## src/rtl/core/hapk_pkg.sv

```systemverilog
// Shared types, constants and helpers for the peer keepalive block.
package hapk_pkg;

    localparam int TICK_BITS  = 32;
    localparam int CFG_IDX_W  = 3;
    localparam int CFG_DATA_W = 16;
    localparam int SEQ_W      = 32;

    typedef logic [TICK_BITS-1:0] tick_t;

    typedef enum logic [2:0] {
        FUNC_TICK       = 3'd0,
        FUNC_REQUEST    = 3'd1,
        FUNC_RESPONSE   = 3'd2,
        FUNC_HELLO      = 3'd3,
        FUNC_HELLO_RESP = 3'd4,
        FUNC_HEARTBEAT  = 3'd5
    } func_t;

    typedef enum logic [2:0] {
        ACT_HELLO       = 3'd0,
        ACT_HEARTBEAT   = 3'd1,
        ACT_HELLO_REPLY = 3'd2,
        ACT_RESPONSE    = 3'd3,
        ACT_RELEASE     = 3'd4,
        ACT_LINK_UP     = 3'd5,
        ACT_LINK_DOWN   = 3'd6,
        ACT_SNAPSHOT    = 3'd7
    } action_t;

    localparam logic [CFG_IDX_W-1:0] CFG_ENABLE          = 3'd0;
    localparam logic [CFG_IDX_W-1:0] CFG_PEER_CONFIGURED = 3'd1;
    localparam logic [CFG_IDX_W-1:0] CFG_HEARTBEAT_PER   = 3'd2;
    localparam logic [CFG_IDX_W-1:0] CFG_MAX_MISSED      = 3'd3;
    localparam logic [CFG_IDX_W-1:0] CFG_HELLO_PER       = 3'd4;

    typedef struct packed {
        logic [2:0]       func;
        logic [SEQ_W-1:0] rx_seq;
    } req_t;

    typedef struct packed {
        logic [2:0]       action;
        logic [SEQ_W-1:0] seq;
        logic             last;
    } rsp_t;

    typedef struct packed {
        logic        enable;
        logic        peer_configured;
        logic [15:0] heartbeat_period;
        logic [7:0]  max_missed_beats;
        logic [15:0] hello_retry_period;
    } cfg_t;

    typedef struct packed {
        func_t            op;
        logic [SEQ_W-1:0] seq;
    } cmd_t;

    // True when a is at or after b on the wrapping tick clock.
    function automatic logic at_or_after(tick_t a, tick_t b);
        tick_t diff;
        diff = a - b;
        return ~diff[TICK_BITS-1];
    endfunction

endpackage

```

## src/rtl/core/hapk_front.sv

```systemverilog
// Front end: accepts transactions, drops those with no effect and queues commands.
module hapk_front (
    input  logic          clk,
    input  logic          rst_n,
    input  hapk_pkg::cfg_t cfg,
    input  logic          req_valid,
    output logic          req_ready,
    input  hapk_pkg::req_t req,
    output logic          cmd_valid,
    input  logic          cmd_ready,
    output hapk_pkg::cmd_t cmd
);
    import hapk_pkg::*;

    cmd_t       q_reg [2];
    logic       wr_ptr_reg, wr_ptr_next;
    logic       rd_ptr_reg, rd_ptr_next;
    logic [1:0] count_reg, count_next;
    logic       keep;
    logic       push;
    logic       pop;
    cmd_t       new_cmd;

    always_comb
    begin
        keep = 1'b0;
        if (cfg.enable)
        begin
            if (req.func == FUNC_TICK)
            begin
                keep = 1'b1;
            end
            else if (cfg.peer_configured &&
                     (req.func inside {FUNC_REQUEST, FUNC_RESPONSE, FUNC_HELLO,
                                       FUNC_HELLO_RESP, FUNC_HEARTBEAT}))
            begin
                keep = 1'b1;
            end
        end
        new_cmd.op  = func_t'(req.func);
        new_cmd.seq = req.rx_seq;
    end

    assign req_ready = (count_reg != 2'd2);
    assign push      = req_valid && req_ready && keep;
    assign cmd_valid = (count_reg != 2'd0);
    assign cmd       = q_reg[rd_ptr_reg];
    assign pop       = cmd_valid && cmd_ready;

    always_comb
    begin
        wr_ptr_next = push ? ~wr_ptr_reg : wr_ptr_reg;
        rd_ptr_next = pop ? ~rd_ptr_reg : rd_ptr_reg;
        count_next  = count_reg + {1'b0, push} - {1'b0, pop};
    end

    always_ff @(posedge clk or negedge rst_n)
    begin
        if (!rst_n)
        begin
            wr_ptr_reg <= 1'b0;
            rd_ptr_reg <= 1'b0;
            count_reg  <= 2'd0;
        end
        else
        begin
            wr_ptr_reg <= wr_ptr_next;
            rd_ptr_reg <= rd_ptr_next;
            count_reg  <= count_next;
        end
    end

    always_ff @(posedge clk)
    begin
        if (push)
        begin
            q_reg[wr_ptr_reg] <= new_cmd;
        end
    end

endmodule

```

## src/rtl/core/hapk_back.sv

```systemverilog
// Back end: keepalive state, timers and the result queue.
module hapk_back (
    input  logic          clk,
    input  logic          rst_n,
    input  hapk_pkg::cfg_t cfg,
    input  logic          cmd_valid,
    output logic          cmd_ready,
    input  hapk_pkg::cmd_t cmd,
    output logic          rsp_valid,
    input  logic          rsp_ready,
    output hapk_pkg::rsp_t rsp
);
    import hapk_pkg::*;

    tick_t             clock_reg, clock_next;
    logic              connected_reg, connected_next;
    tick_t             next_hello_reg, next_hello_next;
    tick_t             last_sent_reg, last_sent_next;
    tick_t             last_heard_reg, last_heard_next;
    logic [15:0]       attempts_reg, attempts_next;
    logic              snap_reg, snap_next;
    logic [SEQ_W-1:0]  beat_seq_reg, beat_seq_next;

    rsp_t              res_q_reg [4];
    logic [1:0]        res_wr_reg, res_wr_next;
    logic [1:0]        res_rd_reg, res_rd_next;
    logic [2:0]        res_count_reg, res_count_next;

    logic              take;
    logic              pop;
    logic [23:0]       timeout_prod;
    tick_t             now;
    tick_t             limit;
    logic              cand_v [4];
    action_t           cand_a [4];
    logic [SEQ_W-1:0]  cand_s [4];
    rsp_t              r0, r1;
    logic [1:0]        n_res;
    logic [1:0]        n_push;

    assign cmd_ready    = (res_count_reg <= 3'd2);
    assign take         = cmd_valid && cmd_ready;
    assign timeout_prod = {8'd0, cfg.heartbeat_period} * {16'd0, cfg.max_missed_beats};

    always_comb
    begin
        clock_next      = clock_reg;
        connected_next  = connected_reg;
        next_hello_next = next_hello_reg;
        last_sent_next  = last_sent_reg;
        last_heard_next = last_heard_reg;
        attempts_next   = attempts_reg;
        snap_next       = snap_reg;
        beat_seq_next   = beat_seq_reg;
        now             = clock_reg;
        limit           = last_heard_reg + tick_t'(timeout_prod);
        for (int i = 0; i < 4; i++)
        begin
            cand_v[i] = 1'b0;
            cand_a[i] = ACT_HELLO;
            cand_s[i] = '0;
        end

        case (cmd.op)
            FUNC_TICK:
            begin
                now        = clock_reg + tick_t'(1);
                clock_next = now;
                if (cfg.peer_configured && !connected_reg && at_or_after(now, next_hello_reg))
                begin
                    cand_v[0] = 1'b1;
                    cand_a[0] = ACT_HELLO;
                    if (attempts_reg != 16'hFFFF)
                    begin
                        attempts_next = attempts_reg + 16'd1;
                    end
                    next_hello_next = now + tick_t'(cfg.hello_retry_period);
                end
                if (connected_reg && cfg.peer_configured)
                begin
                    if (at_or_after(now, last_sent_reg + tick_t'(cfg.heartbeat_period)))
                    begin
                        beat_seq_next  = beat_seq_reg + SEQ_W'(1);
                        cand_v[1]      = 1'b1;
                        cand_a[1]      = ACT_HEARTBEAT;
                        cand_s[1]      = beat_seq_next;
                        last_sent_next = now;
                    end
                    if (at_or_after(now, limit) && (now != limit))
                    begin
                        cand_v[2]       = 1'b1;
                        cand_a[2]       = ACT_LINK_DOWN;
                        connected_next  = 1'b0;
                        attempts_next   = 16'd0;
                        next_hello_next = now;
                        snap_next       = 1'b0;
                    end
                end
                if (snap_next)
                begin
                    snap_next = 1'b0;
                    cand_v[3] = 1'b1;
                    cand_a[3] = ACT_SNAPSHOT;
                end
            end
            FUNC_REQUEST:
            begin
                cand_v[0] = 1'b1;
                cand_a[0] = ACT_RESPONSE;
                cand_s[0] = cmd.seq;
            end
            FUNC_RESPONSE:
            begin
                cand_v[0] = 1'b1;
                cand_a[0] = ACT_RELEASE;
                cand_s[0] = cmd.seq;
            end
            FUNC_HELLO:
            begin
                cand_v[0]       = 1'b1;
                cand_a[0]       = ACT_HELLO_REPLY;
                attempts_next   = 16'd0;
                last_heard_next = now;
            end
            FUNC_HELLO_RESP:
            begin
                connected_next  = 1'b1;
                cand_v[0]       = 1'b1;
                cand_a[0]       = ACT_LINK_UP;
                attempts_next   = 16'd0;
                last_heard_next = now;
                snap_next       = 1'b1;
            end
            FUNC_HEARTBEAT:
            begin
                last_heard_next = now;
            end
            default:
            begin
            end
        endcase

        // At most two results are kept, in the order they were raised.
        n_res = 2'd0;
        r0    = '0;
        r1    = '0;
        for (int i = 0; i < 4; i++)
        begin
            if (cand_v[i])
            begin
                if (n_res == 2'd0)
                begin
                    r0.action = cand_a[i];
                    r0.seq    = cand_s[i];
                    n_res     = 2'd1;
                end
                else if (n_res == 2'd1)
                begin
                    r1.action = cand_a[i];
                    r1.seq    = cand_s[i];
                    n_res     = 2'd2;
                end
            end
        end
        r0.last = (n_res == 2'd1);
        r1.last = 1'b1;
    end

    assign rsp_valid = (res_count_reg != 3'd0);
    assign rsp       = res_q_reg[res_rd_reg];
    assign pop       = rsp_valid && rsp_ready;
    assign n_push    = take ? n_res : 2'd0;

    always_comb
    begin
        res_wr_next    = res_wr_reg + n_push;
        res_rd_next    = res_rd_reg + {1'b0, pop};
        res_count_next = res_count_reg + {1'b0, n_push} - {2'd0, pop};
    end

    always_ff @(posedge clk or negedge rst_n)
    begin
        if (!rst_n)
        begin
            clock_reg      <= '0;
            connected_reg  <= 1'b0;
            next_hello_reg <= '0;
            last_sent_reg  <= '0;
            last_heard_reg <= '0;
            attempts_reg   <= 16'd0;
            snap_reg       <= 1'b0;
            beat_seq_reg   <= '0;
            res_wr_reg     <= 2'd0;
            res_rd_reg     <= 2'd0;
            res_count_reg  <= 3'd0;
        end
        else
        begin
            if (take)
            begin
                clock_reg      <= clock_next;
                connected_reg  <= connected_next;
                next_hello_reg <= next_hello_next;
                last_sent_reg  <= last_sent_next;
                last_heard_reg <= last_heard_next;
                attempts_reg   <= attempts_next;
                snap_reg       <= snap_next;
                beat_seq_reg   <= beat_seq_next;
            end
            res_wr_reg    <= res_wr_next;
            res_rd_reg    <= res_rd_next;
            res_count_reg <= res_count_next;
        end
    end

    always_ff @(posedge clk)
    begin
        if (n_push != 2'd0)
        begin
            res_q_reg[res_wr_reg] <= r0;
        end
        if (n_push == 2'd2)
        begin
            res_q_reg[res_wr_reg + 2'd1] <= r1;
        end
    end

endmodule

```

## src/rtl/core/ha_peer_keepalive_fsm_core.sv

```systemverilog
// Top level of the peer keepalive block: configuration registers and the two halves.
//
// Requests arrive on req_valid/req_ready with req carrying func and rx_seq; each
// accepted transaction advances the tick clock or reports a received message.
// Results leave on rsp_valid/rsp_ready with rsp carrying action, seq and last;
// last marks the final result of one request, which yields none, one or two.
// Configuration is written through cfg_we, cfg_idx and cfg_data while idle.
// A request is accepted every cycle while the two-entry command queue has room.
// Unless stalled, the back end executes one command per cycle; a result passes the
// command queue and then the result queue registers, and a two-result request gives
// its results one after the other. The back end takes a command only while the
// four-entry result queue has room for two results, so a stalled receiver fills
// the result queue, then the command queue, then req_ready falls. Nothing is lost.
// Reset clears all state and both queues and loads the configuration defaults:
// block disabled, peer not configured, heartbeat period 10, three missed beats
// allowed and hello retry period 5.
module ha_peer_keepalive_fsm_core (
    input  logic                             clk,
    input  logic                             rst_n,
    input  logic                             cfg_we,
    input  logic [hapk_pkg::CFG_IDX_W-1:0]   cfg_idx,
    input  logic [hapk_pkg::CFG_DATA_W-1:0]  cfg_data,
    input  logic                             req_valid,
    output logic                             req_ready,
    input  hapk_pkg::req_t                   req,
    output logic                             rsp_valid,
    input  logic                             rsp_ready,
    output hapk_pkg::rsp_t                   rsp
);
    import hapk_pkg::*;

    cfg_t cfg_reg, cfg_next;
    logic cmd_valid;
    logic cmd_ready;
    cmd_t cmd;

    always_comb
    begin
        cfg_next = cfg_reg;
        if (cfg_we)
        begin
            case (cfg_idx)
                CFG_ENABLE:          cfg_next.enable             = cfg_data[0];
                CFG_PEER_CONFIGURED: cfg_next.peer_configured    = cfg_data[0];
                CFG_HEARTBEAT_PER:   cfg_next.heartbeat_period   = cfg_data;
                CFG_MAX_MISSED:      cfg_next.max_missed_beats   = cfg_data[7:0];
                CFG_HELLO_PER:       cfg_next.hello_retry_period = cfg_data;
                default:             cfg_next = cfg_reg;
            endcase
        end
    end

    always_ff @(posedge clk or negedge rst_n)
    begin
        if (!rst_n)
        begin
            cfg_reg.enable             <= 1'b0;
            cfg_reg.peer_configured    <= 1'b0;
            cfg_reg.heartbeat_period   <= 16'd10;
            cfg_reg.max_missed_beats   <= 8'd3;
            cfg_reg.hello_retry_period <= 16'd5;
        end
        else
        begin
            cfg_reg <= cfg_next;
        end
    end

    hapk_front u_front (
        .clk       (clk),
        .rst_n     (rst_n),
        .cfg       (cfg_reg),
        .req_valid (req_valid),
        .req_ready (req_ready),
        .req       (req),
        .cmd_valid (cmd_valid),
        .cmd_ready (cmd_ready),
        .cmd       (cmd)
    );

    hapk_back u_back (
        .clk       (clk),
        .rst_n     (rst_n),
        .cfg       (cfg_reg),
        .cmd_valid (cmd_valid),
        .cmd_ready (cmd_ready),
        .cmd       (cmd),
        .rsp_valid (rsp_valid),
        .rsp_ready (rsp_ready),
        .rsp       (rsp)
    );

endmodule

```

## config.mk

```make
export PLATFORM = sky130hd
export DESIGN_NAME = ha_peer_keepalive_fsm_core
export DESIGN_NICKNAME = d
export VERILOG_FILES = /design/src/rtl/core/hapk_pkg.sv /design/src/rtl/core/hapk_front.sv /design/src/rtl/core/hapk_back.sv /design/src/rtl/core/ha_peer_keepalive_fsm_core.sv
export SDC_FILE = /design/constraint.sdc
export NUM_CORES = 1
export LEC_CHECK = 0
export BUFFER_PORTS_ARGS = -buffer_cell sky130_fd_sc_hd__buf_2
export CAP_MARGIN = 20
export CORE_MARGIN = 5
export CORE_UTILIZATION = 45
export DETAILED_ROUTE_END_ITERATION = 10
export GPL_TIMING_DRIVEN = 0
export PLACE_DENSITY_LB_ADDON = 0.15
export SETUP_SLACK_MARGIN = 0.4
export SYNTH_ARGS = -nofsm -noshare
export SYNTH_HDL_FRONTEND = slang
export SYNTH_SLANG_ARGS = --single-unit
```

## constraint.sdc

```tcl
create_clock -name clk -period 16.9 [get_ports clk]
set_input_delay 1.69 -clock clk [delete_from_list [all_inputs] [get_ports clk]]
set_output_delay 1.69 -clock clk [all_outputs]
set_load 0.05 [all_outputs]
```

## Word level (Yosys, flattened, before mapping)

Memories as Yosys holds them, arrays and structs flattened.
Index checks and enable logic that the tools add are counted.
W data, S select, Z words.

- Register bits: 215
- Bits in writable memories: 214
- Input bits: 59
- Word-level logic and storage cells: 162
- Memories: 2

Memories:

| name | words | width | rd ports | clocked after Yosys merged registers in | write ports | RTL line | source |
|---|---|---|---|---|---|---|---|
| u_back.res_q_reg | 4 | 36 | 1 | 0 | 2 | hapk_back.sv:24 | `rsp_t res_q_reg [4];` |
| u_front.q_reg | 2 | 35 | 1 | 0 | 1 | hapk_front.sv:15 | `cmd_t q_reg [2];` |

- $add $sub $neg: 15
- $mul: 1
- $lt $le $gt $ge: 1
- Eq/ne operators: 23
- Multiplexer cells: 63
- Bitwise logic cells: 5
- Reductions and logical operators: 34

Operators with widths:

| kind | count |
|---|---|
| $mux W35 | 16 |
| $mux W32 | 7 |
| $sub A32 B32 Y32 | 3 |
| $add A32 B1 Y32 const B | 2 |
| $add A32 B16 Y32 | 2 |
| $add A32 B24 Y32 | 1 |
| $ne A32 B32 Y1 | 1 |
| $mul A16 B8 Y24 | 1 |
| $mux W2 | 11 |
| $mux W1 | 20 |
| $eq A3 B2 Y1 const B | 6 |
| $reduce_and A2 Y1 | 8 |
| $eq A3 B3 Y1 const B | 5 |
| $pmux W3 S4 | 1 |
| $eq A3 B1 Y1 const B | 3 |
| $logic_and A1 B1 Y1 | 9 |
| $logic_not A3 Y1 | 3 |
| $mux W3 | 3 |
| $mux W9 | 1 |
| $reduce_and A4 Y1 | 2 |
| $eq A2 B1 Y1 const B | 3 |
| $logic_not A2 Y1 | 3 |
| $mux W6 | 1 |
| $pmux W1 S2 | 3 |
| other kinds (19) | 27 |

## Longest topological paths before layout

Gate-level depths: netlist (run 1).

- Depth in word-level cells: 23
- Depth in mapped cells: 45
- Mapped depth without buffers: 41

## Modules after synthesis

From an unflattened synthesis (run 1), not the netlist that was laid out.

- Cell total of the unflattened synthesis: 2586
- Area, all modules: 27725.3 um^2

Modules (own cells, without submodules):

| module | instances | cells each | area an instance (um^2) | sequential area each (um^2) |
|---|---|---|---|---|
| hapk_back | 1 | 2364 | 23282.3 | 8513.2 |
| hapk_front | 1 | 129 | 2770.2 | 2202.1 |
| ha_peer_keepalive_fsm_core | 1 | 93 | 1672.9 | 1058.5 |

## Worst setup path before layout (run 1)

No wires, ideal clock.

- Path type: register to register
- From: register cfg_reg[16] in the netlist's numbering
- To: memory u_back.res_q_reg[3][10] in the netlist's numbering (enable)
- Arrival: 11502 ps
- Required time: 16422 ps
- Slack: 4920 ps
- Stages on the path, launching flop included: 41
- Clock period less this slack: 11980 ps
- Cell sequence: dfstp_2 clkbuf_1 clkbuf_1 nand2_1 fa_1 inv_1 fa_1 inv_1 fa_1 fa_1 inv_1 ha_1 inv_1 o21bai_1 a2111oi_0 o31ai_1 a31o_2 a211oi_1 [... 5 more ...] nand4_1 or2_2 a311oi_1 nor4b_1 or3_1 mux2_4 buf_2 clkbuf_1 nor2_1 nand2_1 o21ai_0 ha_1 nand2b_1 mux2i_2 a22o_1 buf_2 nor2_1 nor3b_1

RTL lines:

| what | RTL line | source |
|---|---|---|
| from (decl) | ha_peer_keepalive_fsm_core.sv:32 | `cfg_t cfg_reg, cfg_next;` |
| from (signal assigned) | ha_peer_keepalive_fsm_core.sv:65 | `cfg_reg <= cfg_next;` |
| to (decl) | hapk_back.sv:24 |  |

==> impl_metrics.ini, run 1 <==
[cts]
cts_tree = built
clk-insertion-delay-late_ns = 0.62
cts_max_level = 2
clock-root-buffer = clkbuf_16
post_cts_buffers = 0
hold_buffers = 0
cts_made_buffers = 50
cts_sinks = 429
clockBufferDepth = 3
clk_pin_slew_ns = 0.06
cts_resized = 0

[global_route]
grt_pass1_vias = 20400
grt_util_met1 = 0.300
antenna_found_initial = 1
top_usage_layer = met2
grt_max_degree = 109
grt_pass1_wl_mm = 116
grtUsageMet3 = 0.0283
gr-usage-met2 = 0.375
grt_usage = 0.219
gr-total-overflow = 0

[synthesis]
async_flop_share = 0.501
avgSynthCellArea_um2 = 10.6
synth-main-ff-cell = edfxtp_1
synth_top_area_share = 0.227
seq_area_frac_synth = 0.424
syn_inst = 2613
synth_area_um2 = 27800
yosys_warnings = 0
yosys.area.top_type = edfxtp_1
synth_edf_count = 210
synth_cell_types = 74
synth_fp_nets = 2979
synthTopCellsByArea = edfxtp_1 23%, dfrtp_1 19%, fa_1 8.8%
ys_seq_elements = 429

[floorplanning]
initial_core_util = 0.452
die_w_um = 258
fp.dieH_um = 258
coreArea_um2 = 61500
row_count = 91
die_area_um2 = 66800
ioPinCount = 97

[outcome]
outcome = completed

[critical_path]
worstSetupPathType = flip-flop to flip-flop
cp-start-kind = flip-flop
required_ns = 17.24
worstPathArrival_ns = 14.19
worst-path-max-fanout = 10
crit_path_end_kind = flip-flop
slowest_delay_ns = 0.75
crit_path_top_delay_cell = a211oi_1

[placement]
gp_congestion = 0.869
hpwl_mm = 55.9
port_buffers = 96
post-place-ws_ns = 3.22

[timing]
worstMarginPinSlew_ns = 1.03
setup_violations = 0
maxSlewHeadroom = 0.311
finalHoldViolCount = 0
finalCriticalPeriod_ns = 13.85
setup_tns_ns = 0
max_freq_ghz = 0.0722
finalCritPeriodShare = 0.820
timing.final.ws_setup_ns = 3.05
rsz0062_at_grt = false
drv_slew = 0
fin_skew_ns = 0.0535

[power_and_ir_drop]
vdd_ir_drop_max_mv = 0.125
power_density_nw_per_um2 = 181
power.total_mw = 5.63
p_leak_nw = 13.6

[drt]
drt-total-wl_mm = 72.8
route.detailed.drc = 0
num_vias = 19700
viasPerCell = 5.46
dr.pass1.iters = 7
wl_per_cell_um = 20.2
ant_nets = 0
first_iter_violations = 1229

[layout]
drive_above_1_share = 0.136
fin_nets = 3142
final_cell_mix = 310 x inv_1, 234 x nand2_1, 210 x edfxtp_1
largest_reg_flops = 144
area_growth_pct = 12.1
final_common_cell = inv_1

[flow_run]
drv_cap = 0

[worst_hold_path]
min_path_type = flip-flop to flip-flop
[routing by layer]
metal / vias up / routed length, um
li1: 9285 / -
met1: 9890 / 32300
met2: 440 / 35500
met3: 97 / 3330
met4: 0 / 1680
met5: - / 0
[report_power, final]
group          total (mW)  internal [mW]  switching, mW
combinational        3.18           1.20           1.97
clock                1.07          0.604          0.466
sequential           1.38           1.27          0.106
[critical path, delay by kind of cell, from the launching register on]
| family | cells | cell delay, ns |
|---|---|---|
| AO/OA/AOI/OAI | 13 | 3.98 |
| XOR/XNOR | 1 | 0.15 |
| adder cells (fa/ha/maj) | 7 | 2.55 |
| buffers and inverters | 13 | 2.85 |
| flip-flops | 1 | 0.52 |
| multiplexers | 1 | 0.32 |
| AND/OR/NAND/NOR | 12 | 3.18 |
[cells in the mapped netlist, types with 14 or more instances]
master	number
mux2i_1	40
ha_1	185
edfxtp_1	210
nor3_1	24
mux2_2	73
buf_2	20
xnor2_1	117
inv_1	310
dfrtp_1	209
xor2_1	57
nand2_1	234
nor2_1	203
a21o_1	34
and2_1	95
fa_1	122
o22ai_1	68
o21ai_0	79
nor2_2	30
clkbuf_1	72
and3_1	30
a21oi_1	88
nand3_1	39
nor2b_1	14
o21a_1	15
nand4_1	33
mux4_2	36
[stage by stage]
stage | util | cells | hold WS (ns) | instance area, um^2
final | 0.507 | 3608 | 0.488 | 31100
after global routing | 0.506 | 3607 | 0.505 | 31100
after CTS | 0.506 | 3607 | 0.492 | 31100
after detailed placement | 0.480 | 3514 | 0.481 | 29500
after global placement | 0.476 | 3499 | 0.469 | 29300
after floorplan | - | 2613 | 0.450 | 27800
[final timing paths]
| path | from | to | slack (ns) | cells after the start |
|---|---|---|---|---|
| hold / removal | u_back.beat_seq_reg[31] | u_back.beat_seq_reg[31] | 0.49 | 1 |
| setup / recovery | cfg_reg[16] | u_back.res_q_reg[3][21] | 3.05 | 47 |
| min in group asynchronous | rst_n | u_back.last_sent_reg[20] | 1.15 | 1 |
| setup reg to reg | cfg_reg[16] | u_back.res_q_reg[3][21] | 3.05 | 47 |
| max in group asynchronous | rst_n | u_back.last_heard_reg[10] | 14.56 | 2 |
| hold reg to reg | u_back.beat_seq_reg[31] | u_back.beat_seq_reg[31] | 0.49 | 1 |
[final cells by class]
class                           count  area (um^2)
Tap cell                          790          988
Multi-Input combinational cell   1768        14400
Buffer                            105          453
Sequential cell                   429        11800
Timing Repair Buffer              111          698
Clock inverter                     30          313
Inverter                          311         1170
Clock buffer                       63         1310
Fill cell                        5615        30300
Antenna cell                        1         2.50
[cells by family after synthesis]
kind of cell               synth area share
AOI/OAI and AO/OA                    0.0855
adders and majority gates             0.171
muxes                                0.0742
and+or+nand+nor                       0.131
DFF                                   0.424
buffers and inverters                0.0583
xor gates and xnor gates             0.0560
(Power assumes the default switching activity.)
==> run 2, diff against run 1 <==
==> constraint.sdc (replaced) <==
create_clock -name clk -period 12.3 [get_ports clk]
set_input_delay 1.23 -clock clk [delete_from_list [all_inputs] [get_ports clk]]
set_output_delay 1.23 -clock clk [all_outputs]
set_load 0.05 [all_outputs]
==> impl_metrics.ini, run 2 (synthesis gave the netlist of run 1 again) <==
[global_route]
grt_max_degree = 105
grt_util_met1 = 0.300
grtUsageMet3 = 0.0287
gr-total-overflow = 0
gr-usage-met2 = 0.374
grt_pass1_vias = 20600
grt_usage = 0.221
antenna_found_initial = 2
top_usage_layer = met2
grt_pass1_wl_mm = 116

[timing]
fin_skew_ns = 0.0419
drv_slew = 0
max_freq_ghz = 0.0890
worstMarginPinSlew_ns = 0.964
setup_tns_ns = 0
setup_violations = 0
finalCritPeriodShare = 0.913
finalHoldViolCount = 0
maxSlewHeadroom = 0.358
timing.final.ws_setup_ns = 1.07
rsz0062_at_grt = false
finalCriticalPeriod_ns = 11.23

[drt]
route.detailed.drc = 0
first_iter_violations = 1336
dr.pass1.iters = 5
viasPerCell = 5.46
ant_nets = 0
drt-total-wl_mm = 73.5
num_vias = 19700
wl_per_cell_um = 20.3

[flow_run]
drv_cap = 0

[placement]
gp_congestion = 0.876
hpwl_mm = 56.3
port_buffers = 96
post-place-ws_ns = -1.13

[cts]
cts_made_buffers = 49
clk-insertion-delay-late_ns = 0.61
clockBufferDepth = 3
cts_tree = built
clock-root-buffer = clkbuf_16
cts_max_level = 2
hold_buffers = 0
clk_pin_slew_ns = 0.06
cts_sinks = 429

[critical_path]
worstPathArrival_ns = 11.55
slowest_delay_ns = 0.91
worst-path-max-fanout = 10
crit_path_top_delay_cell = a2111oi_0
required_ns = 12.62
crit_path_end_kind = flip-flop
worstSetupPathType = flip-flop to flip-flop
cp-start-kind = flip-flop

[floorplanning]
initial_core_util = 0.452
die_w_um = 258
die_area_um2 = 66800
fp.dieH_um = 258
ioPinCount = 97
coreArea_um2 = 61500
row_count = 91

[power_and_ir_drop]
switchingPower_mw = 3.56
power_density_nw_per_um2 = 252
internal_power_mw = 4.36
p_leak_nw = 13.8
netSwitchingFraction = 0.450
combPwrFrac = 0.566
clock_power_share = 0.194
seq_power_share = 0.240
vdd_ir_drop_max_mv = 0.206

[layout]
final_cell_mix = 310 x inv_1, 233 x nand2_1, 210 x edfxtp_1
postLayoutCoreUtil = 0.511
area_growth_pct = 13.1
final_common_cell = inv_1
largest_reg_flops = 144
drive_above_1_share = 0.147
fin_nets = 3150

[worst_hold_path]
min_path_type = input pin to asynchronous set/reset pin

[outcome]
outcome = completed
-- run 2: cell types whose count changed in the layout (fill, tap and decap cells not counted), moves of 2 or more --
cell and delta:
clkbuf_2 +7, clkbuf_1 -19, dfrtp_2 +2, bufinv_16 +4, clkinv_1 +6, dfrtp_1 -2, clkinvlp_4 +3, buf_4 +10
clkinv_2 -5, clkbuf_4 +2, a211oi_1 -2
-- run 2: power by group through the flow --
| stage | registers (mW) | logic, mW | clock network [mW] |
|---|---|---|---|
| finish | 1.90 | 4.48 | 1.54 |
| global route | 1.92 | 5.08 | 1.63 |
| global placement | 1.93 | 4.27 | 0 |
| floorplan | 1.86 | 3.27 | 0 |
| CTS | 1.90 | 4.46 | 1.57 |
| detailed placement | 1.92 | 4.38 | 0 |
-- run 2: cell type report --
class,count,area [um^2]
diodes,2,5.00
flip-flops and latches,429,11800
well taps,790,988
fillers,5519,30100
plain buffers,105,480
clock buffers,54,1250
multi-input cells,1768,14500
inverters,311,1170
repair buffers,120,801
clock inverters,37,434
-- run 2: per-stage QoR --
stage	instance area [um^2]	hold slack (ns)	total power, mW	cells
detailed placement	29500	0.476	6.30	3513
CTS	31300	0.442	7.93	3611
global route	31400	0.455	8.63	3615
global placement	29300	0.469	6.20	3499
finish	31400	0.468	7.91	3616
floorplan	27800	0.450	5.13	2613
-- run 2: critical path: cells and delay by family, from the launching register on --
kind | cells | cell delay [ns]
DFF | 1 | 0.51
adders and majority gates | 7 | 2.82
AOI/OAI and AO/OA | 7 | 2.40
xor gates and xnor gates | 1 | 0.18
buffers and inverters | 13 | 2.15
and+or+nand+nor | 13 | 2.48
muxes | 1 | 0.33
-- run 2: routing by layer --
layer | share of wire | vias to the layer above
li1 | - | 9309
met1 | 0.44 | 9871
met2 | 0.48 | 439
met3 | 0.049 | 122
met4 | 0.030 | 2
met5 | 0.00018 | -
-- run 2: path summary, 6_finish.rpt --
kind	endpoint	cells after the start	slack, ns	start
worst max-delay path	u_back.res_q_reg[1][13]	42	1.07	cfg_reg[16]
worst min register to register	u_back.beat_seq_reg[31]	1	0.48	u_back.beat_seq_reg[31]
worst max register to register	u_back.res_q_reg[1][13]	42	1.07	cfg_reg[16]
max in group asynchronous	cfg_reg[17]	3	10.52	rst_n
worst min-delay path	u_back.clock_reg[23]	1	0.47	rst_n
min in group clk	u_back.beat_seq_reg[31]	1	0.48	u_back.beat_seq_reg[31]
-- run 2: timing repair --
action | in CTS | in global routing
endpoints found under the setup margin | 289 | 284
gates resized for setup | 12 | 32
buffers inserted | 7 | 3
pin swaps | 3 | 5
